File: config.mk
export PLATFORM = sky130hd
export DESIGN_NAME = sync_header_frame_parser_core
export DESIGN_NICKNAME = d
export VERILOG_FILES = /design/src/rtl/shfp_pkg.sv /design/src/rtl/shfp_parser.sv /design/src/rtl/shfp_out_reg.sv /design/src/rtl/sync_header_frame_parser_core.sv
export SDC_FILE = /design/constraint.sdc
export NUM_CORES = 1
export LEC_CHECK = 0
export BUFFER_PORTS_ARGS = -buffer_cell sky130_fd_sc_hd__clkbuf_2
export CORE_AREA = 3 3 115 117
export CTS_CLUSTER_DIAMETER = 200
export DETAILED_ROUTE_END_ITERATION = 10
export DIE_AREA = 0 0 118 120
export GPL_TIMING_DRIVEN = 0
export PLACE_DENSITY = 0.75
export REMOVE_ABC_BUFFERS = 1
export SYNTH_ARGS = -nofsm -noshare
export SYNTH_HDL_FRONTEND = slang
export SYNTH_SLANG_ARGS = --single-unit
export TNS_END_PERCENT = 5
File: constraint.sdc
create_clock -name i_clk -period 5.35 [get_ports i_clk]
set_clock_uncertainty 0.15 [all_clocks]
set_input_delay 0.2675 -clock i_clk [delete_from_list [all_inputs] [get_ports i_clk]]
set_output_delay 0.2675 -clock i_clk [all_outputs]
set_load 0.05 [all_outputs]
File: src/rtl/shfp_pkg.sv
// Shared types and constants for the sync-header frame parser.
package shfp_pkg;

    // Sync header bytes and endianness selector ids
    localparam logic [7:0] HEAD_FIRST       = 8'h55;
    localparam logic [7:0] HEAD_SECOND      = 8'hAA;
    localparam logic [7:0] ID_BIG_ENDIAN    = 8'hFF;
    localparam logic [7:0] ID_LITTLE_ENDIAN = 8'hFE;

    // Configuration register indexes
    localparam int unsigned CFG_IDX_BITS = 1;
    localparam int unsigned CFG_DATA_BITS = 16;
    localparam logic [CFG_IDX_BITS-1:0] CFG_ID_LIMIT    = 1'd0;
    localparam logic [CFG_IDX_BITS-1:0] CFG_MAX_PAYLOAD = 1'd1;

    // Register reset values
    localparam logic [7:0]  ID_LIMIT_RESET    = 8'd16;
    localparam logic [15:0] MAX_PAYLOAD_RESET = 16'd1024;

    // Parser phase
    typedef enum logic [2:0] {
        PH_HEAD1  = 3'd0,
        PH_HEAD2  = 3'd1,
        PH_ID     = 3'd2,
        PH_LENGTH = 3'd3,
        PH_DATA   = 3'd4
    } t_phase;

    // Result kind
    typedef enum logic [1:0] {
        KIND_PAYLOAD = 2'd0,
        KIND_EMPTY   = 2'd1,
        KIND_LEN_ERR = 2'd2
    } t_kind;

    // One result item
    typedef struct packed {
        t_kind       kind;
        logic [7:0]  frame_id;
        logic [15:0] frame_length;
        logic [15:0] byte_index;
        logic [7:0]  data_byte;
        logic        last;
    } t_result;

endpackage

File: src/rtl/shfp_parser.sv
// Per-byte frame parser state, configuration registers and result decode.
module shfp_parser
    import shfp_pkg::*;
#(
    parameter int unsigned LENGTH_BITS = 16
) (
    input  logic                     i_clk,
    input  logic                     i_rst_n,
    input  logic                     i_cfg_we,
    input  logic [CFG_IDX_BITS-1:0]  i_cfg_addr,
    input  logic [CFG_DATA_BITS-1:0] i_cfg_wdata,
    input  logic                     i_step,
    input  logic [7:0]               i_rx_byte,
    output logic                     o_res_valid,
    output t_result                  o_res
);

    localparam int unsigned CNT_BITS = LENGTH_BITS + 1;

    logic [7:0]             r_id_limit;
    logic [15:0]            r_max_len;
    t_phase                 r_phase, n_phase;
    logic                   r_big, n_big;
    logic [7:0]             r_id, n_id;
    logic [7:0]             r_first, n_first;
    logic                   r_seen, n_seen;
    logic [LENGTH_BITS-1:0] r_len, n_len;
    logic [LENGTH_BITS-1:0] r_count, n_count;

    logic [15:0]            len_word;
    logic [LENGTH_BITS-1:0] len_new;
    logic [CNT_BITS-1:0]    count_next;
    logic                   data_end;

    // Configuration writes
    always_ff @(posedge i_clk) begin
        if (!i_rst_n) begin
            r_id_limit <= ID_LIMIT_RESET;
            r_max_len  <= MAX_PAYLOAD_RESET;
        end else if (i_cfg_we) begin
            case (i_cfg_addr)
                CFG_ID_LIMIT:    r_id_limit <= i_cfg_wdata[7:0];
                CFG_MAX_PAYLOAD: r_max_len  <= i_cfg_wdata[15:0];
                default: ;
            endcase
        end
    end

    // Length assembly from the received byte and the stored first byte
    always_comb begin
        if (LENGTH_BITS > 8) begin
            len_word = r_big ? {r_first, i_rx_byte} : {i_rx_byte, r_first};
        end else begin
            len_word = {8'h00, i_rx_byte};
        end
        len_new    = len_word[LENGTH_BITS-1:0];
        count_next = CNT_BITS'(r_count) + CNT_BITS'(1);
        data_end   = count_next >= CNT_BITS'(r_len);
    end

    // Next state and result
    always_comb begin
        n_phase = r_phase;
        n_big   = r_big;
        n_id    = r_id;
        n_first = r_first;
        n_seen  = r_seen;
        n_len   = r_len;
        n_count = r_count;

        o_res_valid        = 1'b0;
        o_res.kind         = KIND_PAYLOAD;
        o_res.frame_id     = r_id;
        o_res.frame_length = 16'(r_len);
        o_res.byte_index   = 16'h0000;
        o_res.data_byte    = 8'h00;
        o_res.last         = 1'b1;

        case (r_phase)
            PH_HEAD2: begin
                n_phase = (i_rx_byte == HEAD_SECOND) ? PH_ID : PH_HEAD1;
            end
            PH_ID: begin
                n_id = i_rx_byte;
                if (i_rx_byte == ID_BIG_ENDIAN) begin
                    n_big   = 1'b1;
                    n_phase = PH_HEAD1;
                end else if (i_rx_byte == ID_LITTLE_ENDIAN) begin
                    n_big   = 1'b0;
                    n_phase = PH_HEAD1;
                end else if (i_rx_byte < r_id_limit) begin
                    n_seen  = 1'b0;
                    n_phase = PH_LENGTH;
                end else begin
                    n_phase = PH_HEAD1;
                end
            end
            PH_LENGTH: begin
                if (LENGTH_BITS > 8 && !r_seen) begin
                    n_first = i_rx_byte;
                    n_seen  = 1'b1;
                end else begin
                    n_len              = len_new;
                    n_seen             = 1'b0;
                    n_count            = '0;
                    o_res.frame_length = 16'(len_new);
                    if (16'(len_new) > r_max_len) begin
                        n_phase     = PH_HEAD1;
                        o_res_valid = 1'b1;
                        o_res.kind  = KIND_LEN_ERR;
                    end else if (len_new == '0) begin
                        n_phase     = PH_HEAD1;
                        o_res_valid = 1'b1;
                        o_res.kind  = KIND_EMPTY;
                    end else begin
                        n_phase = PH_DATA;
                    end
                end
            end
            PH_DATA: begin
                o_res_valid      = 1'b1;
                o_res.kind       = KIND_PAYLOAD;
                o_res.byte_index = 16'(r_count);
                o_res.data_byte  = i_rx_byte;
                o_res.last       = data_end;
                if (data_end) begin
                    n_phase = PH_HEAD1;
                    n_count = '0;
                end else begin
                    n_count = count_next[LENGTH_BITS-1:0];
                end
            end
            default: begin
                // hunt for the first header byte
                n_phase = (i_rx_byte == HEAD_FIRST) ? PH_HEAD2 : PH_HEAD1;
            end
        endcase
    end

    // Parser state, advanced once per accepted byte
    always_ff @(posedge i_clk) begin
        if (!i_rst_n) begin
            r_phase <= PH_HEAD1;
            r_big   <= 1'b0;
            r_id    <= 8'h00;
            r_first <= 8'h00;
            r_seen  <= 1'b0;
            r_len   <= '0;
            r_count <= '0;
        end else if (i_step) begin
            r_phase <= n_phase;
            r_big   <= n_big;
            r_id    <= n_id;
            r_first <= n_first;
            r_seen  <= n_seen;
            r_len   <= n_len;
            r_count <= n_count;
        end
    end

`ifndef SYNTHESIS
    // the byte counter stays inside the frame while payload is flowing
    a_count_in_frame: assert property (@(posedge i_clk) disable iff (!i_rst_n)
        r_phase == PH_DATA |-> r_count < r_len)
        else $error("payload counter outside frame length");

    // a result that ends the frame sends the parser back to the hunt
    a_last_to_hunt: assert property (@(posedge i_clk) disable iff (!i_rst_n)
        (i_step && o_res_valid && o_res.last) |=> r_phase == PH_HEAD1)
        else $error("parser did not return to hunt after frame end");

    // results only come out of the length or payload phases
    a_result_phase: assert property (@(posedge i_clk) disable iff (!i_rst_n)
        o_res_valid |-> (r_phase == PH_LENGTH || r_phase == PH_DATA))
        else $error("result outside length or payload phase");

    // a payload transfer consumes the counter in order
    a_count_step: assert property (@(posedge i_clk) disable iff (!i_rst_n)
        (i_step && r_phase == PH_DATA && !data_end) |=> r_count == $past(r_count) + 1'b1)
        else $error("payload counter skipped");
`endif

endmodule

File: src/rtl/shfp_out_reg.sv
// Result register that holds one item until the downstream side takes it.
module shfp_out_reg
    import shfp_pkg::*;
(
    input  logic    i_clk,
    input  logic    i_rst_n,
    input  logic    i_load,
    input  t_result i_res,
    input  logic    i_out_ready,
    output logic    o_can_load,
    output logic    o_out_valid,
    output t_result o_res
);

    logic    r_valid;
    t_result r_res;

    // room when empty or when the held item leaves this cycle
    assign o_can_load  = !r_valid || i_out_ready;
    assign o_out_valid = r_valid;
    assign o_res       = r_res;

    // valid flag
    always_ff @(posedge i_clk) begin
        if (!i_rst_n) begin
            r_valid <= 1'b0;
        end else if (i_load) begin
            r_valid <= 1'b1;
        end else if (i_out_ready) begin
            r_valid <= 1'b0;
        end
    end

    // payload
    always_ff @(posedge i_clk) begin
        if (i_load) begin
            r_res <= i_res;
        end
    end

`ifndef SYNTHESIS
    // never overwrite a result that is still waiting
    a_no_overwrite: assert property (@(posedge i_clk) disable iff (!i_rst_n)
        i_load |-> (!r_valid || i_out_ready))
        else $error("result overwritten before transfer");

    // a load is always visible on the next cycle
    a_load_shows: assert property (@(posedge i_clk) disable iff (!i_rst_n)
        i_load |=> (r_valid && r_res == $past(i_res)))
        else $error("loaded result not presented");

    // a held result with no take stays valid
    a_hold: assert property (@(posedge i_clk) disable iff (!i_rst_n)
        (r_valid && !i_out_ready) |=> r_valid)
        else $error("waiting result dropped");
`endif

endmodule

File: src/rtl/sync_header_frame_parser_core.sv
// Top level of the sync-header frame parser: parser state plus result register.
//
//   channel  | signals                                   | dir
//   ---------+-------------------------------------------+-----
//   input    | i_in_valid, o_in_ready, i_rx_byte         | in
//   result   | o_out_valid, i_out_ready, o_kind ... last | out
//   config   | i_cfg_we, i_cfg_addr, i_cfg_wdata         | in
//
// One byte is taken per cycle while the result register has room; its result,
// if any, appears in the next cycle from the result register.
// A stalled result blocks input only while the result register is full and
// not being taken. Reset is synchronous and returns the parser to the hunt
// with the configuration registers at their defaults.
module sync_header_frame_parser_core
    import shfp_pkg::*;
#(
    parameter int unsigned LENGTH_BITS = 16
) (
    input  logic                     i_clk,
    input  logic                     i_rst_n,
    input  logic                     i_cfg_we,
    input  logic [CFG_IDX_BITS-1:0]  i_cfg_addr,
    input  logic [CFG_DATA_BITS-1:0] i_cfg_wdata,
    input  logic                     i_in_valid,
    output logic                     o_in_ready,
    input  logic [7:0]               i_rx_byte,
    output logic                     o_out_valid,
    input  logic                     i_out_ready,
    output logic [1:0]               o_kind,
    output logic [7:0]               o_frame_id,
    output logic [15:0]              o_frame_length,
    output logic [15:0]              o_byte_index,
    output logic [7:0]               o_data_byte,
    output logic                     o_last
);

    logic    step;
    logic    res_valid;
    logic    can_load;
    t_result res;
    t_result out_res;

    // a byte transfer happens when a byte is offered and the result register has room
    assign o_in_ready = can_load;
    assign step       = i_in_valid && can_load;

    shfp_parser #(
        .LENGTH_BITS (LENGTH_BITS)
    ) u_parser (
        .i_clk       (i_clk),
        .i_rst_n     (i_rst_n),
        .i_cfg_we    (i_cfg_we),
        .i_cfg_addr  (i_cfg_addr),
        .i_cfg_wdata (i_cfg_wdata),
        .i_step      (step),
        .i_rx_byte   (i_rx_byte),
        .o_res_valid (res_valid),
        .o_res       (res)
    );

    shfp_out_reg u_out_reg (
        .i_clk       (i_clk),
        .i_rst_n     (i_rst_n),
        .i_load      (step && res_valid),
        .i_res       (res),
        .i_out_ready (i_out_ready),
        .o_can_load  (can_load),
        .o_out_valid (o_out_valid),
        .o_res       (out_res)
    );

    // result fields
    assign o_kind         = out_res.kind;
    assign o_frame_id     = out_res.frame_id;
    assign o_frame_length = out_res.frame_length;
    assign o_byte_index   = out_res.byte_index;
    assign o_data_byte    = out_res.data_byte;
    assign o_last         = out_res.last;

endmodule

## Word-level counts from Yosys, hierarchy flattened

Index checks and enable logic that the tools add are counted.

- Add/sub/neg operators: 1
- $mul: 0
- Divide/modulo/power cells: 0
- Magnitude comparators: 3
- Equality and inequality tests: 13
- Shift operators: 0
- Multiplexer cells: 31
- Bitwise gates (word level): 3
- Reductions and logical operators: 19

Operators with widths:

| kind | number |
|---|---|
| $mux 16 | 5 |
| $pmux 16 s2 | 1 |
| $eq 8x8->1 const B | 3 |
| $mux 3 | 6 |
| $add 16x1->17 const B | 1 |
| $ge 17x16->1 | 1 |
| $gt 16x16->1 | 1 |
| $logic_not 16->1 | 1 |
| $mux 1 | 13 |
| $pmux 3 s4 | 1 |
| $reduce_and 3->1 | 4 |
| $eq 8x7->1 const B | 1 |
| $lt 8x8->1 | 1 |
| $reduce_and 2->1 | 4 |
| $reduce_bool 2->1 | 4 |
| $eq 3x2->1 const B | 2 |
| $mux 2 | 3 |
| $ne 2x1->1 const B | 3 |
| $reduce_and 5->1 | 1 |
| $ne 2x2->1 const B | 2 |
| $pmux 1 s2 | 2 |
| $eq 3x1->1 const B | 1 |
| $eq 3x3->1 const B | 1 |
| $not 1->1 | 3 |
| 4 further kinds | 5 |

- Flip-flop bits (word level): 129
- Latch bits: 0
- Bits in writable memories: 0
- Memory bits (read-only): 0
- Input bits: 30
- Memories: 0

## Longest topological paths before layout

- Depth after elaboration: 8
- Depth in mapped cells: 13
- Depth with buffers taken out: 13

## Cells and area by module

From an unflattened synthesis, not the netlist that was laid out.

- Cells, all modules: 706
- Area total of the unflattened synthesis: 6,590.1 um^2

Modules (own cells, without submodules):

| module | times used | cells each | area an instance (um^2) |
|---|---|---|---|
| shfp_parser | 1 | 649 | 4,997.3 |
| shfp_out_reg | 1 | 55 | 1,580.3 |
| sync_header_frame_parser_core | 1 | 2 | 12.5 |

## Worst setup path before layout

OpenSTA, ideal clock, no wires.

- Path kind: flip-flop to flip-flop
- From: register u_parser.r_big
- To: register u_out_reg.r_res (netlist bit u_out_reg.o_res[0]) (enable)
- Setup time: 0.490 ns
- Data arrival time: 5.020 ns
- Slack: -0.310 ns
- Stages on the path, launching flop included: 12
- Path buffers: 2
- Cell sequence: dfxtp_1 clkbuf_1 buf_2 mux2i_1 inv_1 ha_1 nor2b_1 o211ai_1 a21oi_1 o311ai_0 and2_1 a31oi_1

- Cells in the longest elaborated chain, start to end: 7
- Elaborated cells between the ends (all ways): 8
- Classes of those cells: order compare: 1; mux: 5; reduce/logical: 2

RTL lines:

| item | RTL line | source |
|---|---|---|
| from (decl) | shfp_parser.sv:23 | `logic r_big, n_big;` |
| from (signal assigned) | shfp_parser.sv:152 | `r_big <= n_big;` |
| $mux 16 * | shfp_parser.sv:52 | `len_word = r_big ? {r_first, i_rx_byte} : {i_rx_byte, r_first};` |
| branches (longest 2 deep; another with $gt 16x16->1) | n/a |  |
| $mux 1 * | shfp_parser.sv:107 | `if (16'(len_new) > r_max_len) begin` |
| $mux 1 * | shfp_parser.sv:99 | `if (LENGTH_BITS > 8 && !r_seen) begin` |
| $pmux 1 s2 * | shfp_parser.sv:79 | `case (r_phase)` |
| $logic_and 1x1->1 * | sync_header_frame_parser_core.sv:64 | `.i_load (step && res_valid),` |
| net u_out_reg.i_load | shfp_out_reg.sv:7 | `input logic i_load,` |
| to (signal assigned) | shfp_out_reg.sv:37 | `r_res <= i_res;` |
| to (decl) | shfp_out_reg.sv:16 | `t_result r_res;` |

Mark *: on every way through the listed nets, which the timed path passes.
A chain may end at the register's enable or synchronous reset.

## Worst setup path in the final report

- From: register u_parser.r_big
- To: register u_out_reg.r_res (netlist bit u_out_reg.o_res[29]) (enable)

The elaborated chain is that of the path after synthesis.

==> impl_metrics.toml <==
[timing]
setup-tns-final_ps = 0
hold_violations = 0
rsz0062_at_grt = "no"
holdWs_ps = 81.4
setup_violations = 0
period_minus_slack_ps = 4390
relSlewSlack_pct = 15.7
final_max_slew_viol_count = 0
period_share_pct = 82.0
timing.fmax_mhz = 228
worstMarginPinSlew_ps = 1270

[logic_synthesis]
synth_ff_type = "dfxtp_1"
yosys_warnings = 0
synth_seq_cells = 129
synth_area_leaders = "dfxtp_1 (24%), edfxtp_1 (24%), ha_1 (7.7%)"
netlist_area_mm2 = 0.00649
async_flop_share_pct = 0
synth_edf_count = 51
ys_seq_area_share_pct = 47.6
yosysTopAreaCell = "dfxtp_1"
syn_inst = 694
avgSynthCellArea_um2 = 9.36
synth_cell_types = 59
synth_top_area_share_pct = 24.0

[routing]
drt_iter0_drc = 364
met3_length_um = 1010
drc = 0
drt_pass1_iterations = 5
met1_length_um = 6590
routed_wl_um = 15300
routedWlPerCell_um = 15.9
via_per_inst = 5.53
dr.max_layer_used = "met4"
antenna_left = 0
wl_met2_um = 7190
vias = 5301

[global_route]
grt_pass1_wl_um = 25300
grt_overflow = 0
antenna_found_initial = 0
grt_max_degree = 65
grt_usage_pct = 22.2
grt_pass1_vias = 5228

[clock_tree]
cts_buffers = 17
clkTransAtPathRegs_ps = 60
ctsHoldBuffers = 16
cts_num_sinks = 129
cts_tree = "built"
cts_resized = 0
clockBufferDepth = 2
postCtsSetupRepairBufs = 0
htree_levels = 4
cts_root_buf = "clkbuf_16"
clock_latency_ps = 420

[critical_path]
crit_path_max_fanout = 30
cp.required_ps = 5360
cp-end-kind = "register"
critPathKind = "register to register"
crit_arrival_ps = 4400
startpoint_type = "register"

[die]
die_area_mm2 = 0.0142
die_width_um = 118
num_rows = 41
die_h_um = 120
start_util_pct = 52.1
coreArea_mm2 = 0.0125
num_io_pins = 83

[power_and_ir_drop]
switchingPower_uw = 507
p_int_mw = 1.90
ir_drop_uv = 141
combPwrFrac_pct = 4.5
p_clk_share_pct = 52.9
p_seq_share_pct = 42.6
power.density_mw_per_mm2 = 309
cellLeakagePower_nw = 3.22
switching_share_pct = 21.0

[cells_and_area]
area_growth_pct = 20.2
fin_area_mm2 = 0.00780
final_cell_count_no_fill = 958
drive_gt1_share_pct = 16.5
nNetsFinal = 843
antenna_cells = 0
nFillCells = 994

[place]
dpl.hpwl_um = 10300
dpl.cell_count = 910
gp_congestion = 0.910
io_buffers = 82
post_dp_cell_area_mm2 = 0.00699

[run]
cap_violations = 0

[outcome]
status = "complete, no violations"

[worst_hold_path]
hp-class = "input port to register"
## cells in the mapped netlist, types with 3 or more instances
cell type	n
nor2b_1	4
edfxtp_1	51
and2_1	5
nor4b_1	3
a21oi_1	52
nand2b_1	3
clkbuf_1	31
a41o_1	3
o21ai_1	3
nand3b_1	3
dfxtp_1	78
nor4_1	6
inv_1	57
or4_1	4
ha_1	40
mux2i_1	36
a31o_1	5
buf_2	3
o21ai_0	21
xnor2_1	8
a211oi_1	7
buf_1	3
nand3_1	27
a21o_1	3
o211ai_1	3
nand4_1	9
nor2_1	28
and3_1	31
nand2_1	119
xor2_1	9
## placed cells by master, fill, tap and decap left out, types with 3 or more instances in the layout
cell	instances
inv_1	57
nor4b_1	3
clkbuf_2	82
nand3_1	27
clkinv_4	4
o21ai_1	3
or4_1	4
edfxtp_1	51
a31o_1	5
o211ai_1	3
nand2_1	119
a41o_1	3
clkbuf_16	17
ha_1	40
nand4_1	9
nor2_1	27
a21o_1	3
o21ai_0	21
mux2i_1	36
nand3b_1	3
nand2b_1	3
xnor2_1	8
nor2b_1	4
bufinv_16	5
dlygate4sd3_1	16
and2_1	5
a21oi_1	52
xor2_1	9
nor4_1	6
a211oi_1	7
dfxtp_1	78
and3_1	31
## worst paths after layout
check / slack [ps] / cells after the start / startpoint / end
hold / removal: 80 / 3 / i_rx_byte[7] / u_parser.r_id[7]
setup reg to reg: 960 / 10 / u_parser.r_big / u_out_reg.o_res[29]
setup / recovery: 960 / 10 / u_parser.r_big / u_out_reg.o_res[29]
hold reg to reg: 280 / 0 / u_parser.r_id[0] / u_out_reg.o_res[41]
## area by class of cell
class                      count  area, um^2  share of cell area, %
tap                          172         215                   2.76
multi-input combinational    467        3030                   38.8
clock inverter                12         206                   2.65
sequential                   129        3090                   39.6
clock buffer                  20         447                   5.72
inverter                      59         224                   2.87
timing repair buffer          99         591                   7.57
## registers in the layout, summed over array words and instances, names as in the netlist
name / cells
u_parser.r_phase: 3
u_parser.r_max_len: 16
u_parser.r_id: 8
u_parser.r_first: 8
u_parser.r_len: 16
u_out_reg.o_res: 51
u_parser.r_count: 16
u_out_reg.o_out_valid: 1
u_parser.r_seen: 1
u_parser.r_id_limit: 8
u_parser.r_big: 1
## per-stage QoR
step	total power, mW	worst slack (ps)	util (%)
2_1_floorplan	1.10	-189	-
3_3_place_gp	1.14	-1670	55.8
3_5_place_dp	1.14	1130	56.1
4_1_cts	2.42	1100	62.6
5_1_grt	2.48	798	62.6
6_report	2.41	965	62.6
## critical path, cell delays in order, from the launching register on
cell	delay, ps
dfxtp_1	920
mux2i_1	450
inv_1	100
ha_1	300
nor2b_1	140
o211ai_1	160
a21oi_1	90
o311ai_0	880
and2_1	320
a31oi_4	320
buf_12	290
## cell families (layout without fill, tap and decap cells)
kind of cell	Yosys count	after routing	share of synthesized area, %
AOI/OAI and AO/OA	117	117	11.4
xor gates and xnor gates	17	17	2.29
adders and majority gates	40	40	7.71
buffers and inverters	98	190	5.99
DFF	129	129	47.6
muxes	36	36	5.55
and+or+nand+nor	257	257	19.4
## power groups by stage
stage | Sequential, mW | Combinational (mW) | Clock, mW
3_3_place_gp | 1.05 | 0.0911 | 0
4_1_cts | 1.03 | 0.107 | 1.28
5_1_grt | 1.03 | 0.121 | 1.33
2_1_floorplan | 1.05 | 0.0541 | 0
3_5_place_dp | 1.05 | 0.0962 | 0
6_report | 1.03 | 0.108 | 1.28
## metal layers
metal | vias to the layer above | global-route usage [%]
met5 | - | 0
met1 | 2475 | 28.2
li1 | 2588 | -
met2 | 195 | 35.8
met3 | 43 | 5.09
met4 | 0 | 10.9
Power figures use the tool's default switching activity.
